`src/design/rrts_pkg.sv`:
```
`timescale 1ns / 1ps
// shared types and constants of the round-robin task scheduler
package rrts_pkg;

    // default size and reset values
    localparam int NUM_TASKS_DEF = 16;
    localparam logic [7:0] QUANTUM_AT_RESET = 8'd7;

    // field widths of the channels
    localparam int OPCODE_W = 2;
    localparam int SLEEP_W  = 8;
    localparam int TIDX_W   = 4;
    localparam int QLEN_W   = 8;
    localparam int LIVE_W   = 5;
    localparam int WAIT_W   = 32;

    // event codes
    localparam logic [OPCODE_W-1:0] OP_TICK = 2'd0;
    localparam logic [OPCODE_W-1:0] OP_IO   = 2'd1;
    localparam logic [OPCODE_W-1:0] OP_EXIT = 2'd2;
    localparam logic [OPCODE_W-1:0] OP_NONE = 2'd3;

    // task status codes
    typedef enum logic [1:0] {
        ST_READY   = 2'd0,
        ST_RUNNING = 2'd1,
        ST_SLEEP   = 2'd2,
        ST_DONE    = 2'd3
    } t_status;

    // commands broadcast from the sequencer to every cell
    typedef struct packed {
        logic               do_tick;
        logic               do_io;
        logic               do_refill;
        logic               tok_load;
        logic               pick_en;
        logic [SLEEP_W-1:0] sleep_ticks;
        logic [QLEN_W-1:0]  quantum_len;
    } t_cell_cmd;

    // status reported by each cell
    typedef struct packed {
        logic ready;
        logic running;
        logic live;
        logic has_quantum;
        logic expire;
        logic done;
        logic claim;
    } t_cell_stat;

endpackage

```
`src/design/rrts_in_if.sv`:
```
`timescale 1ns / 1ps
// event channel of the scheduler
interface rrts_in_if;
    logic                         valid;
    logic                         ready;
    logic [rrts_pkg::OPCODE_W-1:0] opcode;
    logic [rrts_pkg::SLEEP_W-1:0]  sleep_ticks;
    logic [rrts_pkg::TIDX_W-1:0]   task_index;

    modport source (output valid, output opcode, output sleep_ticks, output task_index,
                    input ready);
    modport sink (input valid, input opcode, input sleep_ticks, input task_index,
                  output ready);
endinterface

```
`src/design/rrts_out_if.sv`:
```
`timescale 1ns / 1ps
// result channel of the scheduler
interface rrts_out_if;
    logic                        valid;
    logic                        ready;
    logic                        running_valid;
    logic [rrts_pkg::TIDX_W-1:0] running_task;
    logic                        step_valid;
    logic [rrts_pkg::TIDX_W-1:0] step_task;
    logic                        quantum_expired;
    logic                        quantum_refilled;
    logic [rrts_pkg::LIVE_W-1:0] live_tasks;
    logic [rrts_pkg::WAIT_W-1:0] wait_count;
    logic                        event_ignored;

    modport source (output valid, output running_valid, output running_task,
                    output step_valid, output step_task, output quantum_expired,
                    output quantum_refilled, output live_tasks, output wait_count,
                    output event_ignored, input ready);
    modport sink (input valid, input running_valid, input running_task,
                  input step_valid, input step_task, input quantum_expired,
                  input quantum_refilled, input live_tasks, input wait_count,
                  input event_ignored, output ready);
endinterface

```
`src/design/rrts_cell.sv`:
```
`timescale 1ns / 1ps
// one task slot of the scheduler ring: status, quantum, io wait and search token
module rrts_cell (
    input  logic                 i_clk,
    input  logic                 i_rst_n,
    input  rrts_pkg::t_cell_cmd  i_cmd,
    input  logic                 i_exit,
    input  logic                 i_tok_start,
    input  logic                 i_token,
    output logic                 o_token,
    output rrts_pkg::t_cell_stat o_stat
);

    rrts_pkg::t_status                r_status;
    logic [rrts_pkg::QLEN_W-1:0]      r_quantum;
    logic [rrts_pkg::SLEEP_W-1:0]     r_sleep;
    logic                             r_token;
    logic                             claim;

    // this slot takes the cpu when the search token sits here and it can run
    assign claim = i_cmd.pick_en && r_token && (r_status == rrts_pkg::ST_READY)
                   && (r_quantum != '0);

    // status toward the sequencer
    always_comb begin
        o_stat.ready       = (r_status == rrts_pkg::ST_READY);
        o_stat.running     = (r_status == rrts_pkg::ST_RUNNING);
        o_stat.live        = (r_status != rrts_pkg::ST_DONE);
        o_stat.has_quantum = (r_status != rrts_pkg::ST_DONE) && (r_quantum != '0);
        o_stat.expire      = (r_status == rrts_pkg::ST_RUNNING) && (r_quantum <= 8'd1);
        o_stat.done        = (r_status == rrts_pkg::ST_DONE);
        o_stat.claim       = claim;
    end

    assign o_token = r_token;

    // slot state and token hand-off
    always_ff @(posedge i_clk) begin
        if (!i_rst_n) begin
            r_status  <= rrts_pkg::ST_READY;
            r_quantum <= rrts_pkg::QUANTUM_AT_RESET;
            r_sleep   <= '0;
            r_token   <= 1'b0;
        end else begin
            r_token <= i_cmd.tok_load ? i_tok_start : i_token;

            // timer tick: io countdown and quantum use
            if (i_cmd.do_tick) begin
                case (r_status)
                    rrts_pkg::ST_SLEEP: begin
                        if (r_sleep <= 8'd1) begin
                            r_sleep  <= '0;
                            r_status <= rrts_pkg::ST_READY;
                        end else begin
                            r_sleep <= r_sleep - 8'd1;
                        end
                    end
                    rrts_pkg::ST_RUNNING: begin
                        if (r_quantum <= 8'd1) begin
                            r_quantum <= '0;
                            r_status  <= rrts_pkg::ST_READY;
                        end else begin
                            r_quantum <= r_quantum - 8'd1;
                        end
                    end
                    default: begin
                    end
                endcase
            end

            // running task blocks on io
            if (i_cmd.do_io && (r_status == rrts_pkg::ST_RUNNING)) begin
                r_status <= rrts_pkg::ST_SLEEP;
                r_sleep  <= i_cmd.sleep_ticks;
            end

            if (i_exit) begin
                r_status <= rrts_pkg::ST_DONE;
            end

            if (claim) begin
                r_status <= rrts_pkg::ST_RUNNING;
            end

            if (i_cmd.do_refill && (r_status != rrts_pkg::ST_DONE)) begin
                r_quantum <= i_cmd.quantum_len;
            end
        end
    end

endmodule

```
`src/design/round_robin_task_scheduler.sv`:
```
`timescale 1ns / 1ps
// top level: event sequencer around a ring of task slot cells
//
// Round-robin task scheduler with a time quantum, NUM_TASKS task slots.
// Events come in on i_evt (valid/ready): timer tick, io request by the
// running task, or exit of task task_index. One result item per event goes
// out on o_res (valid/ready) and reports the running task, the run step
// granted by a tick, quantum expiry and refill, live task count, the
// saturating total wait and whether the event was ignored.
// The quantum length register is written through i_cfg_we / i_cfg_data.
// The user must write it only while no event is in flight; the block itself
// does not enforce this. Timing: an event is taken in the idle state,
// applied to all cells in the next cycle, then a search token walks the
// cell ring one slot per cycle when a new task must be picked, followed by
// a refill check state and a state that loads the result register. The
// next event is taken only after the result register is loaded.
// A stalled receiver holds the result register; the block then waits in
// its last step before it takes another event. Synchronous reset puts all
// tasks ready with quantum 7, nothing running and the quantum length at 7.
module round_robin_task_scheduler #(
    parameter int NUM_TASKS = rrts_pkg::NUM_TASKS_DEF
) (
    input  logic                        i_clk,
    input  logic                        i_rst_n,
    rrts_in_if.sink                     i_evt,
    rrts_out_if.source                  o_res,
    input  logic                        i_cfg_we,
    input  logic [rrts_pkg::QLEN_W-1:0] i_cfg_data
);

    localparam int TW = $clog2(NUM_TASKS);
    localparam int LW = $clog2(NUM_TASKS + 1);

    typedef enum logic [2:0] {
        S_IDLE,
        S_EXEC,
        S_PICK,
        S_CHECK,
        S_DONE
    } t_state;

    t_state                          r_state;
    logic [rrts_pkg::OPCODE_W-1:0]   r_op;
    logic [rrts_pkg::SLEEP_W-1:0]    r_sleep_ticks;
    logic [rrts_pkg::TIDX_W-1:0]     r_tidx;
    logic [LW-1:0]                   r_ready_cnt;
    logic                            r_cur_valid;
    logic [TW-1:0]                   r_cur;
    logic [LW-1:0]                   r_live;
    logic [rrts_pkg::WAIT_W-1:0]     r_wait;
    logic [rrts_pkg::QLEN_W-1:0]     r_qlen;
    logic [TW-1:0]                   r_pos;
    logic [TW-1:0]                   r_cnt;
    logic                            r_chk;
    logic                            r_step_valid;
    logic [TW-1:0]                   r_step_task;
    logic                            r_expired;
    logic                            r_refilled;
    logic                            r_ignored;

    // result register
    logic                            r_o_valid;
    logic                            r_o_running_valid;
    logic [rrts_pkg::TIDX_W-1:0]     r_o_running_task;
    logic                            r_o_step_valid;
    logic [rrts_pkg::TIDX_W-1:0]     r_o_step_task;
    logic                            r_o_expired;
    logic                            r_o_refilled;
    logic [rrts_pkg::LIVE_W-1:0]     r_o_live;
    logic [rrts_pkg::WAIT_W-1:0]     r_o_wait;
    logic                            r_o_ignored;

    rrts_pkg::t_cell_cmd             cell_cmd;
    rrts_pkg::t_cell_stat            cell_stat [NUM_TASKS];
    logic [NUM_TASKS-1:0]            tok_out;
    logic [NUM_TASKS-1:0]            tok_start;
    logic [NUM_TASKS-1:0]            exit_sel;
    logic [NUM_TASKS-1:0]            ready_vec;
    logic [NUM_TASKS-1:0]            running_vec;
    logic [NUM_TASKS-1:0]            live_vec;
    logic [NUM_TASKS-1:0]            quant_vec;
    logic [NUM_TASKS-1:0]            expire_vec;
    logic [NUM_TASKS-1:0]            done_vec;
    logic [NUM_TASKS-1:0]            claim_vec;
    logic [NUM_TASKS-1:0]            tidx_vec;
    logic [LW-1:0]                   ready_pop;

    logic                            c_tick;
    logic                            c_io;
    logic                            c_exit;
    logic                            live_nz;
    logic                            exit_ok;
    logic                            cur_hit;
    logic                            ignore;
    logic                            go_pick;
    logic                            from_cur;
    logic [TW-1:0]                   cur_next;
    logic [TW-1:0]                   start_pos;
    logic [TW-1:0]                   pos_next;
    logic [LW-1:0]                   live_after;
    logic                            found;
    logic                            do_refill;
    logic [rrts_pkg::WAIT_W:0]       wait_sum;
    logic [rrts_pkg::WAIT_W-1:0]     n_wait;
    logic [31:0]                     cur_ext;
    logic [31:0]                     step_ext;
    logic [31:0]                     live_ext;

    // gather cell status into vectors and count ready tasks
    always_comb begin
        ready_pop = '0;
        for (int i = 0; i < NUM_TASKS; i++) begin
            ready_vec[i]   = cell_stat[i].ready;
            running_vec[i] = cell_stat[i].running;
            live_vec[i]    = cell_stat[i].live;
            quant_vec[i]   = cell_stat[i].has_quantum;
            expire_vec[i]  = cell_stat[i].expire;
            done_vec[i]    = cell_stat[i].done;
            claim_vec[i]   = cell_stat[i].claim;
            tidx_vec[i]    = (32'(r_tidx) == 32'(i));
            ready_pop      = ready_pop + LW'(ready_vec[i]);
        end
    end

    // event decode on the latched item, against the state before the update
    always_comb begin
        c_tick     = (r_op == rrts_pkg::OP_TICK);
        c_io       = (r_op == rrts_pkg::OP_IO);
        c_exit     = (r_op == rrts_pkg::OP_EXIT);
        live_nz    = (r_live != '0);
        exit_ok    = c_exit && (32'(r_tidx) < NUM_TASKS) && !(|(tidx_vec & done_vec));
        cur_hit    = r_cur_valid && (32'(r_cur) == 32'(r_tidx));
        live_after = (exit_ok && live_nz) ? (r_live - LW'(1)) : r_live;
        ignore     = (c_tick && !live_nz) || (c_io && !r_cur_valid)
                     || (c_exit && !exit_ok) || (r_op == rrts_pkg::OP_NONE);
        go_pick    = (c_tick && live_nz && (r_cur_valid ? (|expire_vec) : 1'b1))
                     || (c_io && r_cur_valid)
                     || (exit_ok && cur_hit && (live_after != '0));
        from_cur   = (c_tick && r_cur_valid) || c_io;
        cur_next   = (32'(r_cur) == NUM_TASKS - 1) ? '0 : (r_cur + TW'(1));
        start_pos  = from_cur ? cur_next : '0;
        pos_next   = (32'(r_pos) == NUM_TASKS - 1) ? '0 : (r_pos + TW'(1));
        found      = |claim_vec;
        do_refill  = (r_state == S_CHECK) && r_chk && (r_live != '0) && !(|quant_vec);
        wait_sum   = {1'b0, r_wait} + (rrts_pkg::WAIT_W + 1)'(r_ready_cnt);
        n_wait     = wait_sum[rrts_pkg::WAIT_W] ? '1 : wait_sum[rrts_pkg::WAIT_W-1:0];
        for (int i = 0; i < NUM_TASKS; i++) begin
            tok_start[i] = (32'(start_pos) == 32'(i));
            exit_sel[i]  = (r_state == S_EXEC) && exit_ok && tidx_vec[i];
        end
    end

    // commands to the cell ring
    always_comb begin
        cell_cmd.do_tick     = (r_state == S_EXEC) && c_tick && live_nz;
        cell_cmd.do_io       = (r_state == S_EXEC) && c_io && r_cur_valid;
        cell_cmd.do_refill   = do_refill;
        cell_cmd.tok_load    = (r_state == S_EXEC);
        cell_cmd.pick_en     = (r_state == S_PICK);
        cell_cmd.sleep_ticks = r_sleep_ticks;
        cell_cmd.quantum_len = r_qlen;
    end

    // ring of task cells, token passed to the next higher slot
    for (genvar g = 0; g < NUM_TASKS; g++) begin : g_cell
        localparam int PREV = (g == 0) ? NUM_TASKS - 1 : g - 1;
        rrts_cell u_cell (
            .i_clk       (i_clk),
            .i_rst_n     (i_rst_n),
            .i_cmd       (cell_cmd),
            .i_exit      (exit_sel[g]),
            .i_tok_start (tok_start[g]),
            .i_token     (tok_out[PREV]),
            .o_token     (tok_out[g]),
            .o_stat      (cell_stat[g])
        );
    end

    // sequencer and result register
    always_ff @(posedge i_clk) begin
        if (!i_rst_n) begin
            r_state     <= S_IDLE;
            r_cur_valid <= 1'b0;
            r_cur       <= '0;
            r_live      <= LW'(NUM_TASKS);
            r_wait      <= '0;
            r_qlen      <= rrts_pkg::QUANTUM_AT_RESET;
            r_o_valid   <= 1'b0;
            r_chk       <= 1'b0;
        end else begin
            if (i_cfg_we) begin
                r_qlen <= i_cfg_data;
            end

            // the last step reloads the result register itself
            if (r_o_valid && o_res.ready && (r_state != S_DONE)) begin
                r_o_valid <= 1'b0;
            end

            unique case (r_state)
                S_IDLE: begin
                    if (i_evt.valid) begin
                        r_op          <= i_evt.opcode;
                        r_sleep_ticks <= i_evt.sleep_ticks;
                        r_tidx        <= i_evt.task_index;
                        r_ready_cnt   <= ready_pop;
                        r_step_valid  <= 1'b0;
                        r_step_task   <= '0;
                        r_expired     <= 1'b0;
                        r_refilled    <= 1'b0;
                        r_state       <= S_EXEC;
                    end
                end
                S_EXEC: begin
                    if (c_tick && live_nz) begin
                        r_wait       <= n_wait;
                        r_step_valid <= r_cur_valid;
                        r_step_task  <= r_cur;
                        r_expired    <= r_cur_valid && (|expire_vec);
                    end
                    if (exit_ok) begin
                        r_live <= live_after;
                        if (cur_hit) begin
                            r_cur_valid <= 1'b0;
                            r_cur       <= '0;
                        end
                    end
                    r_ignored <= ignore;
                    r_chk     <= c_tick && live_nz;
                    r_pos     <= start_pos;
                    r_cnt     <= '0;
                    r_state   <= go_pick ? S_PICK : S_CHECK;
                end
                S_PICK: begin
                    if (found) begin
                        r_cur_valid <= 1'b1;
                        r_cur       <= r_pos;
                        r_state     <= S_CHECK;
                    end else if (32'(r_cnt) == NUM_TASKS - 1) begin
                        // full lap without a runnable task
                        r_cur_valid <= 1'b0;
                        r_cur       <= '0;
                        r_chk       <= 1'b1;
                        r_state     <= S_CHECK;
                    end else begin
                        r_pos <= pos_next;
                        r_cnt <= r_cnt + TW'(1);
                    end
                end
                S_CHECK: begin
                    if (do_refill) begin
                        r_refilled <= 1'b1;
                    end
                    r_state <= S_DONE;
                end
                S_DONE: begin
                    if (!r_o_valid || o_res.ready) begin
                        r_o_valid         <= 1'b1;
                        r_o_running_valid <= r_cur_valid;
                        r_o_running_task  <= cur_ext[rrts_pkg::TIDX_W-1:0];
                        r_o_step_valid    <= r_step_valid;
                        r_o_step_task     <= step_ext[rrts_pkg::TIDX_W-1:0];
                        r_o_expired       <= r_expired;
                        r_o_refilled      <= r_refilled;
                        r_o_live          <= live_ext[rrts_pkg::LIVE_W-1:0];
                        r_o_wait          <= r_wait;
                        r_o_ignored       <= r_ignored;
                        r_state           <= S_IDLE;
                    end
                end
                default: begin
                    r_state <= S_IDLE;
                end
            endcase
        end
    end

    // width adjust of the reported indexes and count
    assign cur_ext  = 32'(r_cur);
    assign step_ext = 32'(r_step_task);
    assign live_ext = 32'(r_live);

    // channel outputs
    assign i_evt.ready            = (r_state == S_IDLE);
    assign o_res.valid            = r_o_valid;
    assign o_res.running_valid    = r_o_running_valid;
    assign o_res.running_task     = r_o_running_task;
    assign o_res.step_valid       = r_o_step_valid;
    assign o_res.step_task        = r_o_step_task;
    assign o_res.quantum_expired  = r_o_expired;
    assign o_res.quantum_refilled = r_o_refilled;
    assign o_res.live_tasks       = r_o_live;
    assign o_res.wait_count       = r_o_wait;
    assign o_res.event_ignored    = r_o_ignored;

`ifndef NO_ASSERTIONS
    // never more than one task on the cpu
    a_one_running: assert property (@(posedge i_clk) disable iff (!i_rst_n)
        $onehot0(running_vec))
        else $error("more than one task running");

    // between events the current task pointer agrees with the cell ring
    a_cur_matches: assert property (@(posedge i_clk) disable iff (!i_rst_n)
        (r_state == S_IDLE) |-> (r_cur_valid == (|running_vec)))
        else $error("current task flag disagrees with cell status");

    // between events the live count agrees with the cells not yet done
    a_live_count: assert property (@(posedge i_clk) disable iff (!i_rst_n)
        (r_state == S_IDLE) |-> (32'(r_live) == $countones(live_vec)))
        else $error("live count disagrees with cell status");

    // a result without a running task reports task zero
    a_idle_task_zero: assert property (@(posedge i_clk) disable iff (!i_rst_n)
        (r_o_valid && !r_o_running_valid) |-> (r_o_running_task == '0))
        else $error("running task nonzero with no task running");
`endif

endmodule
```
`src/flat_wrapper.sv`:
```
// flat-port wrapper written by rule: the top's interface ports become plain ports
module round_robin_task_scheduler_flat 
#(
    parameter int NUM_TASKS = rrts_pkg::NUM_TASKS_DEF
)
  (i_clk, i_rst_n, i_cfg_we, i_cfg_data, i_evt_valid, i_evt_opcode, i_evt_sleep_ticks, i_evt_task_index, i_evt_ready, o_res_valid, o_res_running_valid, o_res_running_task, o_res_step_valid, o_res_step_task, o_res_quantum_expired, o_res_quantum_refilled, o_res_live_tasks, o_res_wait_count, o_res_event_ignored, o_res_ready);
  rrts_in_if i_evt_i ();
  rrts_out_if o_res_i ();
  input  logic i_clk;
  input  logic i_rst_n;
  input  logic i_cfg_we;
  input  logic [rrts_pkg::QLEN_W-1:0] i_cfg_data;
  input wire logic [$bits(i_evt_i.valid)-1:0] i_evt_valid;
  input wire logic [$bits(i_evt_i.opcode)-1:0] i_evt_opcode;
  input wire logic [$bits(i_evt_i.sleep_ticks)-1:0] i_evt_sleep_ticks;
  input wire logic [$bits(i_evt_i.task_index)-1:0] i_evt_task_index;
  output wire logic [$bits(i_evt_i.ready)-1:0] i_evt_ready;
  output wire logic [$bits(o_res_i.valid)-1:0] o_res_valid;
  output wire logic [$bits(o_res_i.running_valid)-1:0] o_res_running_valid;
  output wire logic [$bits(o_res_i.running_task)-1:0] o_res_running_task;
  output wire logic [$bits(o_res_i.step_valid)-1:0] o_res_step_valid;
  output wire logic [$bits(o_res_i.step_task)-1:0] o_res_step_task;
  output wire logic [$bits(o_res_i.quantum_expired)-1:0] o_res_quantum_expired;
  output wire logic [$bits(o_res_i.quantum_refilled)-1:0] o_res_quantum_refilled;
  output wire logic [$bits(o_res_i.live_tasks)-1:0] o_res_live_tasks;
  output wire logic [$bits(o_res_i.wait_count)-1:0] o_res_wait_count;
  output wire logic [$bits(o_res_i.event_ignored)-1:0] o_res_event_ignored;
  input wire logic [$bits(o_res_i.ready)-1:0] o_res_ready;
  assign i_evt_i.valid = i_evt_valid;
  assign i_evt_i.opcode = i_evt_opcode;
  assign i_evt_i.sleep_ticks = i_evt_sleep_ticks;
  assign i_evt_i.task_index = i_evt_task_index;
  assign i_evt_ready = i_evt_i.ready;
  assign o_res_valid = o_res_i.valid;
  assign o_res_running_valid = o_res_i.running_valid;
  assign o_res_running_task = o_res_i.running_task;
  assign o_res_step_valid = o_res_i.step_valid;
  assign o_res_step_task = o_res_i.step_task;
  assign o_res_quantum_expired = o_res_i.quantum_expired;
  assign o_res_quantum_refilled = o_res_i.quantum_refilled;
  assign o_res_live_tasks = o_res_i.live_tasks;
  assign o_res_wait_count = o_res_i.wait_count;
  assign o_res_event_ignored = o_res_i.event_ignored;
  assign o_res_i.ready = o_res_ready;
  round_robin_task_scheduler #(.NUM_TASKS(NUM_TASKS)) u_core (.i_clk(i_clk), .i_rst_n(i_rst_n), .i_evt(i_evt_i), .o_res(o_res_i), .i_cfg_we(i_cfg_we), .i_cfg_data(i_cfg_data));
endmodule
```
`config.mk`:
```
export PLATFORM = sky130hd
export DESIGN_NAME = round_robin_task_scheduler_flat
export DESIGN_NICKNAME = d
export VERILOG_FILES = /design/src/design/rrts_pkg.sv /design/src/design/rrts_in_if.sv /design/src/design/rrts_out_if.sv /design/src/design/rrts_cell.sv /design/src/design/round_robin_task_scheduler.sv /design/src/flat_wrapper.sv
export SDC_FILE = /design/constraint.sdc
export NUM_CORES = 1
export LEC_CHECK = 0
export BUFFER_PORTS_ARGS = -buffer_cell sky130_fd_sc_hd__buf_4
export CAP_MARGIN = 20
export CORE_MARGIN = 10
export CORE_UTILIZATION = 40
export DETAILED_ROUTE_END_ITERATION = 6
export GPL_TIMING_DRIVEN = 0
export PLACE_DENSITY = 0.53
export REMOVE_ABC_BUFFERS = 1
export SLEW_MARGIN = 20
export SYNTH_ARGS = -nofsm -noshare
export SYNTH_HDL_FRONTEND = slang
export SYNTH_SLANG_ARGS = --single-unit
```
`constraint.sdc`:
```
create_clock -name i_clk -period 8.2 [get_ports i_clk]
set_input_delay 1.23 -clock i_clk [delete_from_list [all_inputs] [get_ports i_clk]]
set_output_delay 1.23 -clock i_clk [all_outputs]
set_load 0.005 [all_outputs]
```
==> impl_results.md, run 1 <==
* Clock Skew at 0.0198 ns
* Post-route ant nets at 0
* Fin. max-slew vios at 0
* Area fraction in compound gates after synthesis at 0.254
* Slowest cell on the critical path: dfxtp_1
* RD Place Congestion at 0.879
* XOR/XNOR Fraction of Synth Area at 0.0279
* Most used DFF post-synth: dfxtp_1
* Number of global-route vias before repair at 22600
* Hold Path Class: reg2reg
* Synthesis-to-layout area growth at 12.5%
* Initial antenna violation count at 1
* Maximum clock insertion buffer count at 3
* Post-CTS Setup Bufs at 0
* Cell count after synthesis at 3081
* Yosys warns at 0
* Power per cell area at 188 mW/mm2
* Leak at 9.86 nW
* Critical Setup Path Class: reg2reg
* Cell variety after synth at 80
* Post-cts resize count at 0
* Commonest non-fill, non-tap cells in the layout: dfxtp_1 (354), nor2_1 (314), a21oi_1 (290), o21ai_0 (235), nand2_1 (225)
* I/O Buffers at 78
* Initial Utilization at 0.405
* Final period util at 0.556
* Global-route wire length before repair at 133 mm
* Post-Syn Area at 0.0251 mm2
* Max IR drop VDD at 119 uV
* Total Routed Length at 86.7 mm
* Post-synthesis simple-gate area fraction at 0.228
* DRC errors left at 0
* Layout cells sized above 1 at 0.0859
* Worst slew pin tran at 1.17 ns
* Hold buffer count at cts at 0
* # clock sinks at 444
* Die area at 0.0732 mm2
* Status: complete, no violations
* Drt wl/cell at 22.1 um
* Crit-path most repeated cell: fa_1
* CP max FO at 11
* Global Route Usage Sum at 0.224
* First drt pass iteration count at 6
* Number of flops mapped to enable cells by yosys at 85
* CTS tree: yes
* Post-DR vias/cell at 6.23
* FFs w/ async S/R, synth at 0
* CP Capture Type: flop
* Seq/Total Area, Yosys at 0.388
* Max Cap Viol at 0
* Synth Area in Adders at 0.0476
* Row count at 91
* Flops & latches, synth at 444
* Largest family of logic cells by synthesized area: compound AO/OA/AOI/OAI gates
* Minimum clock period at 4.56 ns
* Required time worst endpoint at 8.56 ns
* Fin. Hold Viols at 0
* Cell family with most CP delay: adder cells
* Final hold slack at 0.427 ns
* Synthesized area per cell at 8.15 um2
* RSZ-0062 raised after global routing: false
* Bufs and invs on worst path at 0
* DRT iter0 DRCs at 2565
* Clock slew seen by the registers of the worst setup and hold paths at 0.06 ns
* Placed insts at 3831
* Ports at 79
* Slowest stage delay, CP at 0.59 ns
* Most common cell after layout, fill and taps aside: dfxtp_1
* Skew-Pair Late Insertion Delay at 0.62 ns
* Die height at 271 um
* Fmax at 219 MHz
* Via count at 24500
* Hpwl dp at 58.3 mm
* Layout Nets at 3167
* Final non-filler cell total at 3933
* Core area at 0.0619 mm2
* Root Buffer: clkbuf_16
* Total congestion overflow at 0
* Count of final setup violators at 0
* Die Width at 271 um
* Startpoint types: flop
* CP cell instances: nor2_1 > ha_1 > fa_1 > fa_1 > fa_1 > fa_1 > fa_1 > fa_1 > a21oi_1 > nor2b_1
* CP arrival at 4.92 ns
* Slew headroom at 0.217
* Pin count of the biggest net entering global routing at 116
* Number of diodes at 0
* H-tree depth at 2
* Num CTS Buffers at 54
* Mux cell area share after synthesis at 0.00443
==> routing by layer <==
metal	wire, um	global-route usage	vias to the layer above
li1	-	-	11400
met1	38400	0.304	12000
met2	38800	0.351	912
met3	6840	0.0395	164
met4	2770	0.0810	0
met5	0	0	-
==> final cells by class <==
class / instances / area, um2
fillers: 6143 / 33700
multi-input cells: 2311 / 14200
flip-flops and latches: 444 / 9750
clock buffers: 76 / 1510
well taps: 837 / 1050
repair buffers: 106 / 1000
inverters: 134 / 510
clock inverters: 25 / 195
==> Yosys cell counts, types with 8 or more instances <==
| cell type | n | area share |
|---|---|---|
| a32oi_1 | 23 | 0.0080 |
| a22o_1 | 9 | 0.0031 |
| mux2i_1 | 10 | 0.0040 |
| nand3_1 | 62 | 0.012 |
| a22oi_1 | 30 | 0.0090 |
| nand2b_1 | 44 | 0.011 |
| o21ai_0 | 241 | 0.048 |
| dfxtp_1 | 359 | 0.29 |
| ha_1 | 78 | 0.039 |
| nand2_1 | 226 | 0.034 |
| clkbuf_1 | 149 | 0.022 |
| o31ai_1 | 24 | 0.0072 |
| nand4b_1 | 13 | 0.0045 |
| o2111ai_1 | 20 | 0.0070 |
| xor2_1 | 40 | 0.014 |
| and3_1 | 23 | 0.0057 |
| nor4_1 | 70 | 0.017 |
| inv_1 | 133 | 0.020 |
| fa_1 | 11 | 0.0088 |
| edfxtp_1 | 85 | 0.10 |
| or2_2 | 16 | 0.0040 |
| nand4_1 | 62 | 0.015 |
| nor3_1 | 119 | 0.024 |
| a21oi_1 | 290 | 0.058 |
| or4_1 | 41 | 0.012 |
| nor3b_1 | 12 | 0.0036 |
| or3b_2 | 17 | 0.0059 |
| a41oi_1 | 38 | 0.013 |
| or3_1 | 34 | 0.0085 |
| buf_2 | 26 | 0.0052 |
| nor2_1 | 316 | 0.047 |
| a221oi_1 | 36 | 0.013 |
| a21o_1 | 21 | 0.0063 |
| and2_1 | 19 | 0.0047 |
| o21a_1 | 16 | 0.0048 |
| a31oi_1 | 87 | 0.022 |
| o21bai_1 | 23 | 0.0069 |
| nor2b_1 | 20 | 0.0050 |
| xnor2_1 | 40 | 0.014 |
| o211ai_1 | 27 | 0.0081 |
| buf_1 | 15 | 0.0022 |
| and4_1 | 8 | 0.0028 |
| a211o_1 | 20 | 0.0070 |
| o22ai_1 | 12 | 0.0030 |
==> final timing paths <==
check | slack [ns] | to | cells after the start | startpoint
setup / recovery | 3.64 | u_core.r_ready_cnt[4] | 10 | u_core.g_cell[1].u_cell.r_status[1]
hold reg to reg | 0.43 | u_core.o_res.step_task[2] | 0 | u_core.r_step_task[2]
hold / removal | 0.43 | u_core.o_res.step_task[2] | 0 | u_core.r_step_task[2]
setup reg to reg | 3.64 | u_core.r_ready_cnt[4] | 10 | u_core.g_cell[1].u_cell.r_status[1]
==> registers in the layout, summed over array words and instances (netlist names), 5 cells and up <==
register and flops:
u_core.g_cell.u_cell.r_quantum 128, u_core.g_cell.u_cell.r_sleep 128, u_core.g_cell.u_cell.r_status 32, u_core.o_res.wait_count 32
u_core.r_wait 32, u_core.g_cell.u_cell.o_token 16, u_core.r_qlen 8, u_core.r_sleep_ticks 8
u_core.o_res.live_tasks 5, u_core.r_live 5, u_core.r_ready_cnt 5
==> worst register-to-register path, delay by kind of cell (launching register included) <==
kind	cells	cell delay [ns]
adders and majority gates	7	3.31
and+or+nand+nor	2	0.23
AOI/OAI and AO/OA	1	0.18
DFF	1	0.59
==> kinds of logic after synthesis <==
kind of cell	count (synthesis)
buf+inv	326
mux	11
fa+ha+maj	89
xor+xnor	80
compound gates	1001
simple gates	1130
flops	444
==> per-stage QoR <==
| stage | area (um2) | utilization | power, W | setup slack [ns] | setup TNS [ns] |
|---|---|---|---|---|---|
| 2_1_floorplan | 24400 | - | 0.00270 | 1.25 | 0 |
| 3_3_place_gp | 26000 | 0.420 | 0.00296 | -4.74 | -486.67 |
| 3_5_place_dp | 26500 | 0.427 | 0.00301 | 3.68 | 0 |
| 4_1_cts | 28200 | 0.455 | 0.00535 | 3.67 | 0 |
| 5_1_grt | 28200 | 0.456 | 0.00550 | 3.49 | 0 |
| 6_report | 28200 | 0.456 | 0.00532 | 3.64 | 0 |
==> report_power, final <==
group / internal, W / switching, W / leakage (nW) / total [W]
registers: 0.00230 / 0.000137 / 3.69 / 0.00244
clock network: 0.00135 / 0.000992 / 0.847 / 0.00234
logic: 0.000178 / 0.000359 / 5.32 / 0.000537
No activity file was read; power rests on OpenSTA's default activity.
==> run 2: changes to the inputs <==
--- a/config.mk
+++ b/config.mk
@@ -11,7 +11,7 @@
 export CORE_UTILIZATION = 40
 export DETAILED_ROUTE_END_ITERATION = 6
 export GPL_TIMING_DRIVEN = 0
-export PLACE_DENSITY = 0.53
+export PLACE_DENSITY = 0.55
 export REMOVE_ABC_BUFFERS = 1
 export SLEW_MARGIN = 20
 export SYNTH_ARGS = -nofsm -noshare
==> constraint.sdc (replaced) <==
create_clock -name i_clk -period 4.17 [get_ports i_clk]
set_input_delay 0.6255 -clock i_clk [delete_from_list [all_inputs] [get_ports i_clk]]
set_output_delay 0.6255 -clock i_clk [all_outputs]
set_load 0.005 [all_outputs]
==> run 2 against run 1 <==
Via count is 0.56% lower. Hold slack worse by 0.25 ns. Maximum frequency is 11% higher. Worst setup slack worse by 3.6 ns. Count of clock-buffer cells in the layout is 2 higher. Combinational power is 90% higher. Highest routed layer is now met5. Cell count is 0.23% lower. Register-to-register slack worse by 3.6 ns. Global-route usage is 0.093 points lower. Power is 95% higher.
==> impl_results.md, run 2 (synthesis gave the netlist of run 1 again) <==
* Number of global-route vias before repair at 22800
* Final period util at 0.984
* Ports at 79
* Largest registers: u_core.g_cell.u_cell.r_quantum (128), u_core.g_cell.u_cell.r_sleep (128)
* Status: complete, no violations
* Setup WS post-layout at 0.0650 ns
* Synthesis-to-layout area growth at 12.1%
* Total congestion overflow at 0
* Sequential cell area at 0.00976 mm2
* Initial Utilization at 0.405
* Required time worst endpoint at 4.53 ns
* Most common cell after layout, fill and taps aside: dfxtp_1
* CP max FO at 8
* Cell family with most CP delay: adder cells
* Drt wl/cell at 21.9 um
* FF-to-FF setup slack at 0.07 ns
* Crit-path most repeated cell: fa_1
* CP cell instances: nor2_1 > fa_1 > fa_1 > fa_1 > fa_1 > fa_2 > fa_2 > a21oi_2 > nor2b_1
* RD Place Congestion at 0.940
* Pin count of the biggest net entering global routing at 103
* DRT iter0 DRCs at 2191
* Row count at 91
* Clock slew seen by the registers of the worst setup and hold paths at 0.06 ns
* # clock sinks at 444
* Post-CTS Setup Bufs at 0
* Global Route Usage Sum at 0.223
* Num CTS Buffers at 51
* Area after DPL at 0.0264 mm2
* CP Capture Type: flop
* Worst slew pin tran at 1.17 ns
* Skew-Pair Late Insertion Delay at 0.63 ns
* Die Width at 271 um
* Die area at 0.0732 mm2
* First drt pass iteration count at 7
* Total Routed Length at 86.0 mm
* Max IR drop VDD at 355 uV
* Fmax at 244 MHz
* Bufs and invs on worst path at 0
* Via count at 24300
* Fillers at 6100
* Hold Path Class: in2reg
* Commonest non-fill, non-tap cells in the layout: dfxtp_1 (351), nor2_1 (310), a21oi_1 (289), o21ai_0 (235), nand2_1 (225)
* Fin. max-slew vios at 0
* Hpwl dp at 57.2 mm
* Fin. Hold Viols at 0
* RSZ-0062 raised after global routing: false
* Post-route ant nets at 0
* Number of diodes at 0
* Layout Nets at 3160
* Startpoint types: flop
* Layout cells sized above 1 at 0.0868
* DRC errors left at 0
* Area of the multi-input gates at 0.0143 mm2
* CP arrival at 4.47 ns
* H-tree depth at 2
* Minimum clock period at 4.10 ns
* Root Buffer: clkbuf_16
* I/O Buffers at 78
* Core area at 0.0619 mm2
* DP Worst Slack at -0.478 ns
* Post-Route Utilization at 0.455
* Maximum clock insertion buffer count at 3
* Slew headroom at 0.222
* Critical Setup Path Class: reg2reg
* Clock Skew at 0.0351 ns
* Leak at 9.78 nW
* Post-DR vias/cell at 6.20
* Post-route cell area at 0.0282 mm2
* Global-route wire length before repair at 133 mm
* TNS Setup at 0 ns
* Die height at 271 um
* Count of final setup violators at 0
* Max Cap Viol at 0
* Initial antenna violation count at 1
* CTS tree: yes
* Slowest cell on the critical path: fa_1
* Slowest stage delay, CP at 0.57 ns
* Power per cell area at 368 mW/mm2
-- run 2: cell count changes in the layout (fill, tap and decap cells not counted), moves of 2 or more --
cell	before	now
nor2_1	314	310
fa_2	0	2
nor2_2	0	3
o2111a_1	5	3
fa_1	11	9
buf_16	6	3
dfxtp_1	354	351
clkinvlp_4	2	0
o2111a_2	0	2
clkinv_2	15	12
clkbuf_1	14	18
clkinv_1	3	0
dfxtp_4	0	4
-- run 2: path summary, 6_finish.rpt --
check	startpoint	endpoint	cells past startpoint
hold reg to reg	u_core.r_step_task[0]	u_core.o_res.step_task[0]	0
hold / removal	i_evt_sleep_ticks[5]	u_core.r_sleep_ticks[5]	1
setup / recovery	u_core.g_cell[7].u_cell.r_status[1]	u_core.r_ready_cnt[4]	9
setup reg to reg	u_core.g_cell[7].u_cell.r_status[1]	u_core.r_ready_cnt[4]	9
-- run 2: power breakdown --
group          internal, W  total (W)  switching, W  leakage (nW)
Clock              0.00260    0.00455       0.00195         0.827
Combinational     0.000339    0.00102      0.000683          5.25
Sequential         0.00453    0.00479      0.000264          3.69
-- run 2: layout make-up --
type | instances | area share
clock buffers | 78 | 0.0529
inverters | 134 | 0.0181
multi-input cells | 2311 | 0.507
repair buffers | 102 | 0.0320
clock inverters | 18 | 0.00644
well taps | 837 | 0.0372
flip-flops and latches | 444 | 0.347
-- run 2: stage by stage --
| stage | std cells | power, W | hold WS [ns] |
|---|---|---|---|
| after floorplan | 2889 | 0.00532 | 0.400 |
| after global placement | 3804 | 0.00580 | 0.408 |
| after detailed placement | 3828 | 0.00589 | 0.410 |
| after CTS | 3924 | 0.0104 | 0.142 |
| after global routing | 3924 | 0.0107 | 0.158 |
| final | 3924 | 0.0104 | 0.176 |
-- run 2: what timing repair did --
item                                    in CTS  in global routing
pin swaps                                    3                  1
endpoints found under the setup margin       4                  6
gates resized for setup                     12                  7
hold buffers                                 0                  0
-- run 2: worst reg2reg max path, cell delays in order, from the launching register on --
cell and delay, ns:
dfxtp_1 0.43, nor2_1 0.34, fa_1 0.51, fa_1 0.57
fa_1 0.45, fa_1 0.51, fa_2 0.39, fa_2 0.38
a21oi_2 0.17, nor2b_1 0.09
-- run 2: per-layer routing --
| layer | up-vias | part of all wire | global-route usage |
|---|---|---|---|
| met2 | 912 | 0.45 | 0.356 |
| li1 | 11400 | - | - |
| met5 | - | 0.00013 | 0 |
| met4 | 2 | 0.038 | 0.0856 |
| met3 | 201 | 0.076 | 0.0361 |
| met1 | 11800 | 0.44 | 0.298 |
